File: src/mm64_pkg.sv
package mm64_pkg;

  // Mixing multiplier and shift distance of the hash
  localparam logic [63:0] MUL_CONST = 64'hc6a4a7935bd1e995;
  localparam int unsigned SHIFT_AMT = 47;

  // Configuration address: one 64-bit register, 8-byte stride
  localparam int unsigned CFG_AW = 4;
  localparam logic        REG_SEED = 1'b0;

  // Source of the multiplier operand register
  typedef enum logic [2:0] {
    M_LEN,
    M_WORD,
    M_MIXED,
    M_HXOR,
    M_TAILX,
    M_FIN
  } m_sel_t;

  // Source of the running hash register
  typedef enum logic {
    H_SEED,
    H_PROD
  } h_sel_t;

  // Step of the shared 32x32 multiplier
  typedef enum logic [1:0] {
    MS_NONE,
    MS_LO,
    MS_HI_A,
    MS_HI_B
  } mul_step_t;

  typedef struct packed {
    logic      latch;
    logic      m_load;
    m_sel_t    m_sel;
    mul_step_t mul_step;
    logic      h_load;
    h_sel_t    h_sel;
    logic      out_load;
  } dp_cmd_t;

  typedef struct packed {
    logic first;
    logic last;
    logic full;
    logic tail;
    logic out_free;
  } dp_stat_t;

  // Keep the low cnt bytes of a tail word
  function automatic logic [63:0] tail_mask(input logic [3:0] cnt);
    logic [63:0] m;
    for (int i = 0; i < 8; i++) begin
      m[8*i +: 8] = (4'(i) < cnt) ? 8'hFF : 8'h00;
    end
    return m;
  endfunction

  function automatic logic [63:0] xsh(input logic [63:0] v);
    return v ^ (v >> SHIFT_AMT);
  endfunction

endpackage

File: src/mm64_in_if.sv
interface mm64_in_if;
  logic        valid;
  logic        ready;
  logic        first;
  logic [63:0] data_word;
  logic [3:0]  byte_count;
  logic        last;
  logic [31:0] total_length;

  modport source (
    output valid, first, data_word, byte_count, last, total_length,
    input  ready
  );
  modport sink (
    input  valid, first, data_word, byte_count, last, total_length,
    output ready
  );
endinterface

File: src/mm64_out_if.sv
interface mm64_out_if;
  logic        valid;
  logic        ready;
  logic [63:0] hash_value;

  modport source (
    output valid, hash_value,
    input  ready
  );
  modport sink (
    input  valid, hash_value,
    output ready
  );
endinterface

File: src/mm64_datapath.sv
module mm64_datapath
  import mm64_pkg::*;
(
  input  logic        clk,
  input  logic        rst_n,
  input  dp_cmd_t     cmd,
  output dp_stat_t    stat,
  input  logic [63:0] seed,
  input  logic        in_first,
  input  logic [63:0] in_data_word,
  input  logic [3:0]  in_byte_count,
  input  logic        in_last,
  input  logic [31:0] in_total_length,
  output logic        out_valid,
  input  logic        out_ready,
  output logic [63:0] out_hash_value
);

  logic        first_r;
  logic        last_r;
  logic [63:0] word_r;
  logic [3:0]  count_r;
  logic [31:0] len_r;
  logic [63:0] m_r, m_nxt;
  logic [63:0] p_r, p_nxt;
  logic [63:0] h_r, h_nxt;
  logic [63:0] hash_r;
  logic        out_valid_r;
  logic [31:0] mul_a;
  logic [31:0] mul_b;
  logic [63:0] mul_p;

  // Capture the item beat
  always_ff @(posedge clk) begin
    if (cmd.latch) begin
      first_r <= in_first;
      last_r  <= in_last;
      word_r  <= in_data_word;
      count_r <= in_byte_count;
      len_r   <= in_total_length;
    end
  end

  // Shared 32x32 multiplier: low product, then two cross terms into the upper half
  assign mul_a = (cmd.mul_step == MS_HI_A) ? m_r[63:32] : m_r[31:0];
  assign mul_b = (cmd.mul_step == MS_HI_B) ? MUL_CONST[63:32] : MUL_CONST[31:0];
  assign mul_p = mul_a * mul_b;

  always_comb begin
    unique case (cmd.mul_step)
      MS_LO:           p_nxt = mul_p;
      MS_HI_A, MS_HI_B: p_nxt = {p_r[63:32] + mul_p[31:0], p_r[31:0]};
      default:         p_nxt = p_r;
    endcase
  end

  // Select the next multiplier operand
  always_comb begin
    m_nxt = m_r;
    if (cmd.m_load) begin
      unique case (cmd.m_sel)
        M_LEN:   m_nxt = {32'b0, len_r};
        M_WORD:  m_nxt = word_r;
        M_MIXED: m_nxt = xsh(p_r);
        M_HXOR:  m_nxt = h_r ^ p_r;
        M_TAILX: m_nxt = h_r ^ (word_r & tail_mask(count_r));
        M_FIN:   m_nxt = xsh(h_r);
        default: m_nxt = m_r;
      endcase
    end
  end

  // Update the running hash
  always_comb begin
    h_nxt = h_r;
    if (cmd.h_load) begin
      unique case (cmd.h_sel)
        H_SEED:  h_nxt = seed ^ p_r;
        H_PROD:  h_nxt = p_r;
        default: h_nxt = h_r;
      endcase
    end
  end

  always_ff @(posedge clk) begin
    m_r <= m_nxt;
    p_r <= p_nxt;
    if (!rst_n) begin
      h_r <= '0;
    end else begin
      h_r <= h_nxt;
    end
  end

  // Output register: hold the result until the beat is taken
  always_ff @(posedge clk) begin
    if (!rst_n) begin
      out_valid_r <= 1'b0;
    end else if (cmd.out_load) begin
      out_valid_r <= 1'b1;
    end else if (out_ready) begin
      out_valid_r <= 1'b0;
    end
  end

  always_ff @(posedge clk) begin
    if (cmd.out_load) begin
      hash_r <= xsh(p_r);
    end
  end

  assign out_valid      = out_valid_r;
  assign out_hash_value = hash_r;

  assign stat.first    = first_r;
  assign stat.last     = last_r;
  assign stat.full     = count_r[3];
  assign stat.tail     = !count_r[3] && (|count_r[2:0]);
  assign stat.out_free = !out_valid_r || out_ready;

endmodule

File: src/mm64_ctrl.sv
module mm64_ctrl
  import mm64_pkg::*;
(
  input  logic     clk,
  input  logic     rst_n,
  input  logic     in_valid,
  output logic     in_ready,
  input  dp_stat_t stat,
  output dp_cmd_t  cmd
);

  typedef enum logic [3:0] {
    S_IDLE,
    S_START,
    S_BODY,
    S_MUL0,
    S_MUL1,
    S_MUL2,
    S_POST,
    S_FINCHK,
    S_EMIT
  } state_t;

  typedef enum logic [2:0] {
    PH_LEN,
    PH_W1,
    PH_W2,
    PH_W3,
    PH_TAIL,
    PH_FIN
  } phase_t;

  state_t state_r, state_nxt;
  phase_t phase_r, phase_nxt;

  always_comb begin
    state_nxt    = state_r;
    phase_nxt    = phase_r;
    in_ready     = 1'b0;
    cmd.latch    = 1'b0;
    cmd.m_load   = 1'b0;
    cmd.m_sel    = M_LEN;
    cmd.mul_step = MS_NONE;
    cmd.h_load   = 1'b0;
    cmd.h_sel    = H_PROD;
    cmd.out_load = 1'b0;

    unique case (state_r)
      // Wait for an item beat
      S_IDLE: begin
        in_ready = 1'b1;
        if (in_valid) begin
          cmd.latch = 1'b1;
          state_nxt = S_START;
        end
      end
      // On a first beat, start a message: length times multiplier
      S_START: begin
        if (stat.first) begin
          cmd.m_load = 1'b1;
          cmd.m_sel  = M_LEN;
          phase_nxt  = PH_LEN;
          state_nxt  = S_MUL0;
        end else begin
          state_nxt = S_BODY;
        end
      end
      // Fold in a full or tail word
      S_BODY: begin
        priority if (stat.full) begin
          cmd.m_load = 1'b1;
          cmd.m_sel  = M_WORD;
          phase_nxt  = PH_W1;
          state_nxt  = S_MUL0;
        end else if (stat.tail) begin
          cmd.m_load = 1'b1;
          cmd.m_sel  = M_TAILX;
          phase_nxt  = PH_TAIL;
          state_nxt  = S_MUL0;
        end else begin
          state_nxt = S_FINCHK;
        end
      end
      // Three multiplier steps per 64-bit product
      S_MUL0: begin
        cmd.mul_step = MS_LO;
        state_nxt    = S_MUL1;
      end
      S_MUL1: begin
        cmd.mul_step = MS_HI_A;
        state_nxt    = S_MUL2;
      end
      S_MUL2: begin
        cmd.mul_step = MS_HI_B;
        state_nxt    = S_POST;
      end
      // Use the product according to the phase
      S_POST: begin
        unique case (phase_r)
          PH_LEN: begin
            cmd.h_load = 1'b1;
            cmd.h_sel  = H_SEED;
            state_nxt  = S_BODY;
          end
          PH_W1: begin
            cmd.m_load = 1'b1;
            cmd.m_sel  = M_MIXED;
            phase_nxt  = PH_W2;
            state_nxt  = S_MUL0;
          end
          PH_W2: begin
            cmd.m_load = 1'b1;
            cmd.m_sel  = M_HXOR;
            phase_nxt  = PH_W3;
            state_nxt  = S_MUL0;
          end
          PH_W3, PH_TAIL: begin
            cmd.h_load = 1'b1;
            cmd.h_sel  = H_PROD;
            state_nxt  = S_FINCHK;
          end
          PH_FIN: begin
            state_nxt = S_EMIT;
          end
          default: begin
            state_nxt = S_IDLE;
          end
        endcase
      end
      // Finalize on the last item
      S_FINCHK: begin
        if (stat.last) begin
          cmd.m_load = 1'b1;
          cmd.m_sel  = M_FIN;
          phase_nxt  = PH_FIN;
          state_nxt  = S_MUL0;
        end else begin
          state_nxt = S_IDLE;
        end
      end
      // Hand the hash to the output register once it is free
      S_EMIT: begin
        if (stat.out_free) begin
          cmd.out_load = 1'b1;
          state_nxt    = S_IDLE;
        end
      end
      default: begin
        state_nxt = S_IDLE;
      end
    endcase
  end

  always_ff @(posedge clk) begin
    if (!rst_n) begin
      state_r <= S_IDLE;
      phase_r <= PH_LEN;
    end else begin
      state_r <= state_nxt;
      phase_r <= phase_nxt;
    end
  end

endmodule

File: src/murmur64a_stream_hash_core.sv
// MurmurHash64A over a stream of little-endian 64-bit words.
// Input channel in_s: one beat per word with first, data_word, byte_count
// (8 or more full, 1-7 tail, 0 no data), last and total_length (read on a first beat).
// Output channel out_m: one hash_value beat per message, after its last beat.
// Configuration: APB write of the 64-bit seed at address 0; reads return it.
// Timing: one item at a time. An item runs through the length product on a
// first beat, the word, mixed and hash products for a full word or a tail
// product for a tail word, and the finalizing product on a last beat. Each
// 64-bit product runs as a low product and two cross terms through one shared
// 32x32 multiplier, which sets the rate.
// The result sits in an output register, so the next item is taken while a
// hash waits; if the receiver still stalls when the next hash is ready, the
// block holds in its emit step until the output register frees up.
// Reset clears the seed and the running hash to zero and empties the output.
module murmur64a_stream_hash_core
  import mm64_pkg::*;
(
  input  logic              clk,
  input  logic              rst_n,
  mm64_in_if.sink           in_s,
  mm64_out_if.source        out_m,
  input  logic              psel,
  input  logic              penable,
  input  logic              pwrite,
  input  logic [CFG_AW-1:0] paddr,
  input  logic [63:0]       pwdata,
  output logic [63:0]       prdata,
  output logic              pready
);

  logic [63:0] seed_r;
  dp_cmd_t     cmd;
  dp_stat_t    stat;
  logic        cfg_wr;

  // Configuration register
  assign pready = 1'b1;
  assign cfg_wr = psel && penable && pwrite && pready;

  always_ff @(posedge clk) begin
    if (!rst_n) begin
      seed_r <= '0;
    end else if (cfg_wr && (paddr[3] == REG_SEED)) begin
      seed_r <= pwdata;
    end
  end

  assign prdata = (paddr[3] == REG_SEED) ? seed_r : '0;

  mm64_ctrl u_ctrl (
    .clk      (clk),
    .rst_n    (rst_n),
    .in_valid (in_s.valid),
    .in_ready (in_s.ready),
    .stat     (stat),
    .cmd      (cmd)
  );

  mm64_datapath u_dp (
    .clk             (clk),
    .rst_n           (rst_n),
    .cmd             (cmd),
    .stat            (stat),
    .seed            (seed_r),
    .in_first        (in_s.first),
    .in_data_word    (in_s.data_word),
    .in_byte_count   (in_s.byte_count),
    .in_last         (in_s.last),
    .in_total_length (in_s.total_length),
    .out_valid       (out_m.valid),
    .out_ready       (out_m.ready),
    .out_hash_value  (out_m.hash_value)
  );

`ifndef SYNTHESIS
  // Never load a result over one that is still waiting
  a_no_overwrite: assert property (@(posedge clk) disable iff (!rst_n)
    cmd.out_load |-> (!out_m.valid || out_m.ready))
    else $error("result loaded while output beat still pending");

  // An accepted beat closes the input until the item is done
  a_one_item: assert property (@(posedge clk) disable iff (!rst_n)
    (in_s.valid && in_s.ready) |=> !in_s.ready)
    else $error("input taken again right after a beat");

  // A result appears only from a load by the controller
  a_out_from_load: assert property (@(posedge clk) disable iff (!rst_n)
    $rose(out_m.valid) |-> $past(cmd.out_load))
    else $error("output valid rose without a result load");
`endif

endmodule

File: src/flat_wrapper.sv
// flat-port wrapper written by rule: the top's interface ports become plain ports
module murmur64a_stream_hash_core_flat import mm64_pkg::*;
  (clk, rst_n, psel, penable, pwrite, paddr, pwdata, prdata, pready, in_s_valid, in_s_first, in_s_data_word, in_s_byte_count, in_s_last, in_s_total_length, in_s_ready, out_m_valid, out_m_hash_value, out_m_ready);
  mm64_in_if in_s_i ();
  mm64_out_if out_m_i ();
  input  logic clk;
  input  logic rst_n;
  input  logic psel;
  input  logic penable;
  input  logic pwrite;
  input  logic [CFG_AW-1:0] paddr;
  input  logic [63:0] pwdata;
  output logic [63:0] prdata;
  output logic pready;
  input wire logic [$bits(in_s_i.valid)-1:0] in_s_valid;
  input wire logic [$bits(in_s_i.first)-1:0] in_s_first;
  input wire logic [$bits(in_s_i.data_word)-1:0] in_s_data_word;
  input wire logic [$bits(in_s_i.byte_count)-1:0] in_s_byte_count;
  input wire logic [$bits(in_s_i.last)-1:0] in_s_last;
  input wire logic [$bits(in_s_i.total_length)-1:0] in_s_total_length;
  output wire logic [$bits(in_s_i.ready)-1:0] in_s_ready;
  output wire logic [$bits(out_m_i.valid)-1:0] out_m_valid;
  output wire logic [$bits(out_m_i.hash_value)-1:0] out_m_hash_value;
  input wire logic [$bits(out_m_i.ready)-1:0] out_m_ready;
  assign in_s_i.valid = in_s_valid;
  assign in_s_i.first = in_s_first;
  assign in_s_i.data_word = in_s_data_word;
  assign in_s_i.byte_count = in_s_byte_count;
  assign in_s_i.last = in_s_last;
  assign in_s_i.total_length = in_s_total_length;
  assign in_s_ready = in_s_i.ready;
  assign out_m_valid = out_m_i.valid;
  assign out_m_hash_value = out_m_i.hash_value;
  assign out_m_i.ready = out_m_ready;
  murmur64a_stream_hash_core u_core (.clk(clk), .rst_n(rst_n), .in_s(in_s_i), .out_m(out_m_i), .psel(psel), .penable(penable), .pwrite(pwrite), .paddr(paddr), .pwdata(pwdata), .prdata(prdata), .pready(pready));
endmodule
File: config.mk
export PLATFORM = sky130hd
export DESIGN_NAME = murmur64a_stream_hash_core_flat
export DESIGN_NICKNAME = d
export VERILOG_FILES = /design/src/mm64_pkg.sv /design/src/mm64_in_if.sv /design/src/mm64_out_if.sv /design/src/mm64_datapath.sv /design/src/mm64_ctrl.sv /design/src/murmur64a_stream_hash_core.sv /design/src/flat_wrapper.sv
export SDC_FILE = /design/constraint.sdc
export NUM_CORES = 2
export LEC_CHECK = 0
export ABC_CLOCK_PERIOD_IN_PS = 22000
export CAP_MARGIN = 10
export CORE_ASPECT_RATIO = 1.5
export CORE_MARGIN = 10
export CORE_UTILIZATION = 65
export DETAILED_ROUTE_END_ITERATION = 16
export DONT_BUFFER_PORTS = 1
export PLACE_DENSITY = 0.88
export SLEW_MARGIN = 15
export SYNTH_ARGS = -nofsm -noshare
export SYNTH_HDL_FRONTEND = slang
export SYNTH_HIERARCHICAL = 1
export SYNTH_SLANG_ARGS = --single-unit
File: constraint.sdc
create_clock -name clk -period 22 [get_ports clk]
set_input_delay 3.3 -clock clk [delete_from_list [all_inputs] [get_ports clk]]
set_output_delay 3.3 -clock clk [all_outputs]
set_load 0.02 [all_outputs]
* Yosys cells after proc, flatten, opt, wreduce, memory -nomap -nowiden
Cells that the tools add are included.
** Word-level totals
- Output and inout port bits :: 131
- Bits of input ports :: 177
- Register bits :: 430
- Logic and storage cells :: 126
** Cells by class
- $add $sub $neg :: 1
- Order comparisons :: 8
- Reduce and logical (&&, ||, !) cells :: 22
- Equal/unequal tests :: 27
- Multipliers :: 1
- Bitwise operators :: 9
- Mux-type cells :: 44
** Operator list (count)
- case mux 64 bit (6 select lines) :: 1
- case mux 64 bit (2 select lines) :: 2
- XOR 64 bit :: 3
- XOR 64 x 17 -> 64 bit :: 2
- AND 64 bit :: 1
- multiplier 32 x 32 -> 64 bit :: 1
- 2-to-1 mux 32 bit :: 2
- 2-to-1 mux 64 bit :: 1
- 2-to-1 mux 8 bit :: 8
- case mux 4 bit (9 select lines) :: 1
- adder 32 bit :: 1
- case mux 4 bit (4 select lines) :: 2
- 2-to-1 mux 4 bit :: 7
- equality test 4 x 3 -> 1 bit (second input constant) :: 4
- < comparator 3 x 4 -> 1 bit (first input constant) :: 4
- 2-to-1 mux 3 bit :: 5
- equality test 3 x 2 -> 1 bit (second input constant) :: 4
- equality test 3 bit (second input constant) :: 4
- case mux 3 bit (4 select lines) :: 1
- equality test 4 x 2 -> 1 bit (second input constant) :: 2
- < comparator 1 x 4 -> 1 bit (first input constant) :: 2
- < comparator 2 x 4 -> 1 bit (first input constant) :: 2
- 2-to-1 mux 1 bit :: 8
- case mux 4 bit (2 select lines) :: 1
- 26 further kinds :: 43

* Depth between registers and ports, before layout
- Depth after elaboration :: 8
- Gate-level depth with buffers :: 42
- Gate-level depth less buffers :: 39

* Cells and area by module
Netlist, hierarchy kept.
** By module, submodules not included
- mm64_datapath :: cells an instance 4077, sequential area each 10129.7 um2, area each 42478.2 um2, instances 1
- murmur64a_stream_hash_core :: cells an instance 351, sequential area each 1281.2 um2, area each 3039.2 um2, instances 1
- mm64_ctrl :: cells an instance 77, sequential area each 140.1 um2, area each 596.8 um2, instances 1

* Worst setup path before layout
OpenSTA, ideal clock, no wires.
- Kind :: reg2reg
- Start :: register u_core.u_ctrl.state_r[1]
- End :: register u_core.u_dp.p_r[63] (data pin)
- Buffers on the path :: 5
- Setup slack :: 11509 ps
- Library setup time :: 270 ps
- Arrival time :: 10221 ps
- Clock period less this slack :: 10491 ps
- Required time :: 21730 ps
- Stages on the path, launching flop included :: 41
- Cells stage by stage :: dfxtp_1 > buf_2 > nand2b_1 > a21oi_1 > nor2b_1 > clkbuf_1 > clkbuf_1 > buf_1 > mux2_2 > nand2_1 > inv_1 > ha_1 > fa_1 > inv_1 > fa_1 > fa_1 > inv_1 > fa_1 > [5 not listed] > ha_1 > buf_6 > a21o_1 > a311o_1 > a211o_1 > nand2_1 > xnor2_1 > ha_1 > nand3_1 > nor2_1 > a221o_1 > a22o_1 > a211o_1 > a41oi_1 > o21ai_0 > a31o_2 > xnor2_1 > mux2i_1
** RTL lines
- start, declared :: line mm64_ctrl.sv:33 : state_t state_r, state_nxt;
- start signal, assigned :: line mm64_ctrl.sv:159 : state_r <= state_nxt;
- end signal, assigned :: line mm64_datapath.sv:87 : p_r <= p_nxt;
- end, declared :: line mm64_datapath.sv:25 : logic [63:0] p_r, p_nxt;

==> results.toml <==
[outcome]
outcome = "completed"

[logic_synthesis]
yosys-mux-area-fraction_pct = 3.38
yosysUniqueCellTypes = 84
synth-edff-count = 294
ys_seq_area_share_pct = 25.0
synth_compound_area_share_pct = 10.1
synth_top_family_by_area = "adder cells"
syn-instance-count = 4505
synth_area_um2 = 46100
synth-seq-cells = 430
synth_area_per_cell_um2 = 10.2
synthAdderAreaFrac_pct = 38.2
synth-simple-area-share_pct = 9.79
synthXorXnorAreaFrac_pct = 5.28
synth-async-reset-ratio_pct = 0
ys_warn_count = 6
synth-main-ff-cell = "edfxtp_1"

[setup_path]
worstPathRequired_ns = 22.27
cp.arrival_ns = 12.36
worst_setup_path_start_kind = "flip-flop"
cp_slowest_stage_delay_ns = 0.65
r2r-end = "u_core/u_dp/p_r[63]"
rr_worst_depth = 37
startpoint = "u_core/u_ctrl/state_r[1]"
r2r-start = "u_core/u_ctrl/state_r[1]"
rrSetupSlack_ns = 9.91
cp_max_fo = 21
cp-end-kind = "flip-flop"
worst_path_max_delay_cell = "dfxtp_1"
crit_type = "reg2reg"
cp_common_cell = "fa_1"

[sta]
tns_ns = 0
relSlewSlack_pct = 25.7
max_freq_ghz = 0.0827
maxSlewViolCount = 0
finalSetupViolCount = 0
finalCritPeriodShare_pct = 54.9
finClkSkew_ns = 0.0243
min_period_ns = 12.09
tightest_slew_ns = 1.11
rsz0062_at_grt = "no"
hold_viol = 0

[global_route]
grt_remaining_overflow = 0
grt_max_degree = 201
grt_use_total_pct = 35.4
grt_pass1_vias = 35500
antenna_found_initial = 10
grt_pass1_wl_mm = 218

[finish]
fin_nets = 5586
post-route-util_pct = 68.1
layout_commonest_cell = "inv_1"
layout_common_cells = "752 x inv_1, 607 x fa_1, 436 x ha_1"
num-fill-cells = 5279
drive_gt1_share_pct = 4.33
syn_to_final_growth_pct = 3.80

[floorplanning]
ios = 308
dieHeight_um = 346
dieArea_um2 = 82200
core_um2 = 70300
start_util_pct = 65.6
fp-row-count = 119
die_x_um = 237

[clock_network]
worstSkewPairLatency_ns = 0.57
cts-hold-fix-buffers = 0
postCtsSetupRepairBufs = 0
clock-sinks = 430
clockBufferDepth = 3
numCtsBuffers = 34
cts.clk_slew.worst_paths_ns = 0.07
cts_resized = 0
cts_root_buffer = "clkbuf_16"
htreeDepth = 2
cts_tree = "done"

[placed_design]
dp_hpwl_mm = 118
gp_congestion = 1.04
portBuffers = 0

[run]
cap_violations = 0

[drt]
vias_per_cell = 6.34
drtIter0Drc = 3544
drtPass1Iterations = 8
wl_per_cell_um = 27.4
totalWireLength_mm = 145
antenna_left = 0
drc = 0
via_count = 33700

[min_path]
hp-class = "reg2reg"
hold_depth = 2
holdCritStartpoint = "u_core/seed_r[6]"
min_to = "u_core/seed_r[6]"
## cells by family (layout without fill, tap and decap cells)
group / Yosys count / after routing
other cells: 3 / 15
compound gates: 686 / 686
fa+ha+maj: 1043 / 1043
mux: 151 / 151
xor+xnor: 278 / 278
flops: 430 / 430
buf+inv: 964 / 848
simple gates: 950 / 950
## synth_stat cells (all sizes together), types with 6 or more instances
cell type    n  area, um^2
or2         24         150
buf         37         290
edfxtp     294        8830
o31ai        8        65.1
a22oi       88         661
inv        752        2820
o211ai      10        75.1
nand2b      32         200
dfxtp      136        2720
mux2        36         405
o21a        15         113
a21oi      147         739
nor3        27         135
a31oi       27         169
nor2b      185        1160
nand3       36         180
o211a       65         651
and3        20         125
nand4       28         175
xnor2      198        1730
ha         436        5460
a221oi      18         158
and2        10        62.6
clkbuf     173         649
mux2i      115        1150
xor2        80         701
or3          6        37.5
a31o         7        70.1
o21ai      154         778
nor2       163         614
fa         607       12200
a21o        55         417
a211o       11        96.3
nand2      400        1500
o21bai      16         120
o22ai       25         156
## worst max-delay path, delay by kind of cell, from the launching register on
family	cells	cell delay (ns)
DFF	1	0.65
buffers and inverters	7	1.12
AOI/OAI and AO/OA	10	2.64
xor gates and xnor gates	2	0.39
muxes	2	0.69
adders and majority gates	10	5.02
and+or+nand+nor	6	1.26
## worst max-delay path by stage
stage | to | slack (ns)
3_3_place_gp | u_core/u_dp/p_r[63] | 10.26
5_1_grt | u_core/u_dp/p_r[63] | 9.47
6_report | u_core/u_dp/p_r[63] | 9.91
2_1_floorplan | u_core/u_dp/p_r[63] | 11.51
3_5_place_dp | u_core/u_dp/p_r[63] | 10.14
4_1_cts | u_core/u_dp/p_r[63] | 10.09
## state kept, by name (all words and copies together), names as in the netlist
name,flops
u_core/u_dp/last_r,1
u_core/u_ctrl/state_r,4
u_core/u_dp/word_r,64
u_core/u_dp/out_valid,1
u_core/u_dp/h_r,64
u_core/u_dp/first_r,1
u_core/u_dp/m_r,64
u_core/u_dp/p_r,64
u_core/u_ctrl/phase_r,3
u_core/seed_r,64
u_core/u_dp/out_hash_value,64
u_core/u_dp/len_r,32
u_core/u_dp/count_r,4
## through the flow
stage,hold slack (ns),std cells,area (um^2),setup slack (ns)
floorplan,0.424,4508,46100,11.51
CTS,0.466,5299,47800,10.09
global route,0.483,5306,47900,9.47
detailed placement,0.454,5237,46700,10.14
finish,0.470,5308,47900,9.91
global placement,0.448,5237,46700,10.26
## area by class of cell
cell class / instances / area [um^2] / area share, %
repair buffers: 32 / 240 / 0.502
clock inverters: 18 / 241 / 0.505
diodes: 9 / 22.5 / 0.0471
multi-input cells: 3114 / 30900 / 64.6
well taps: 907 / 1130 / 2.37
clock buffers: 44 / 940 / 1.96
inverters: 754 / 2830 / 5.91
flip-flops and latches: 430 / 11600 / 24.1
## metal layers
layer	wire length, um	global-route usage, %	up-vias
met5	35	0	-
met4	13400	26.5	4
met3	12500	6.38	608
met1	48000	39.0	16500
met2	71400	60.2	2072
li1	-	-	14500
Power is left out: the tool's default activity adds up to more than one toggle a clock period on the data nets, which glitch-free logic cannot reach.
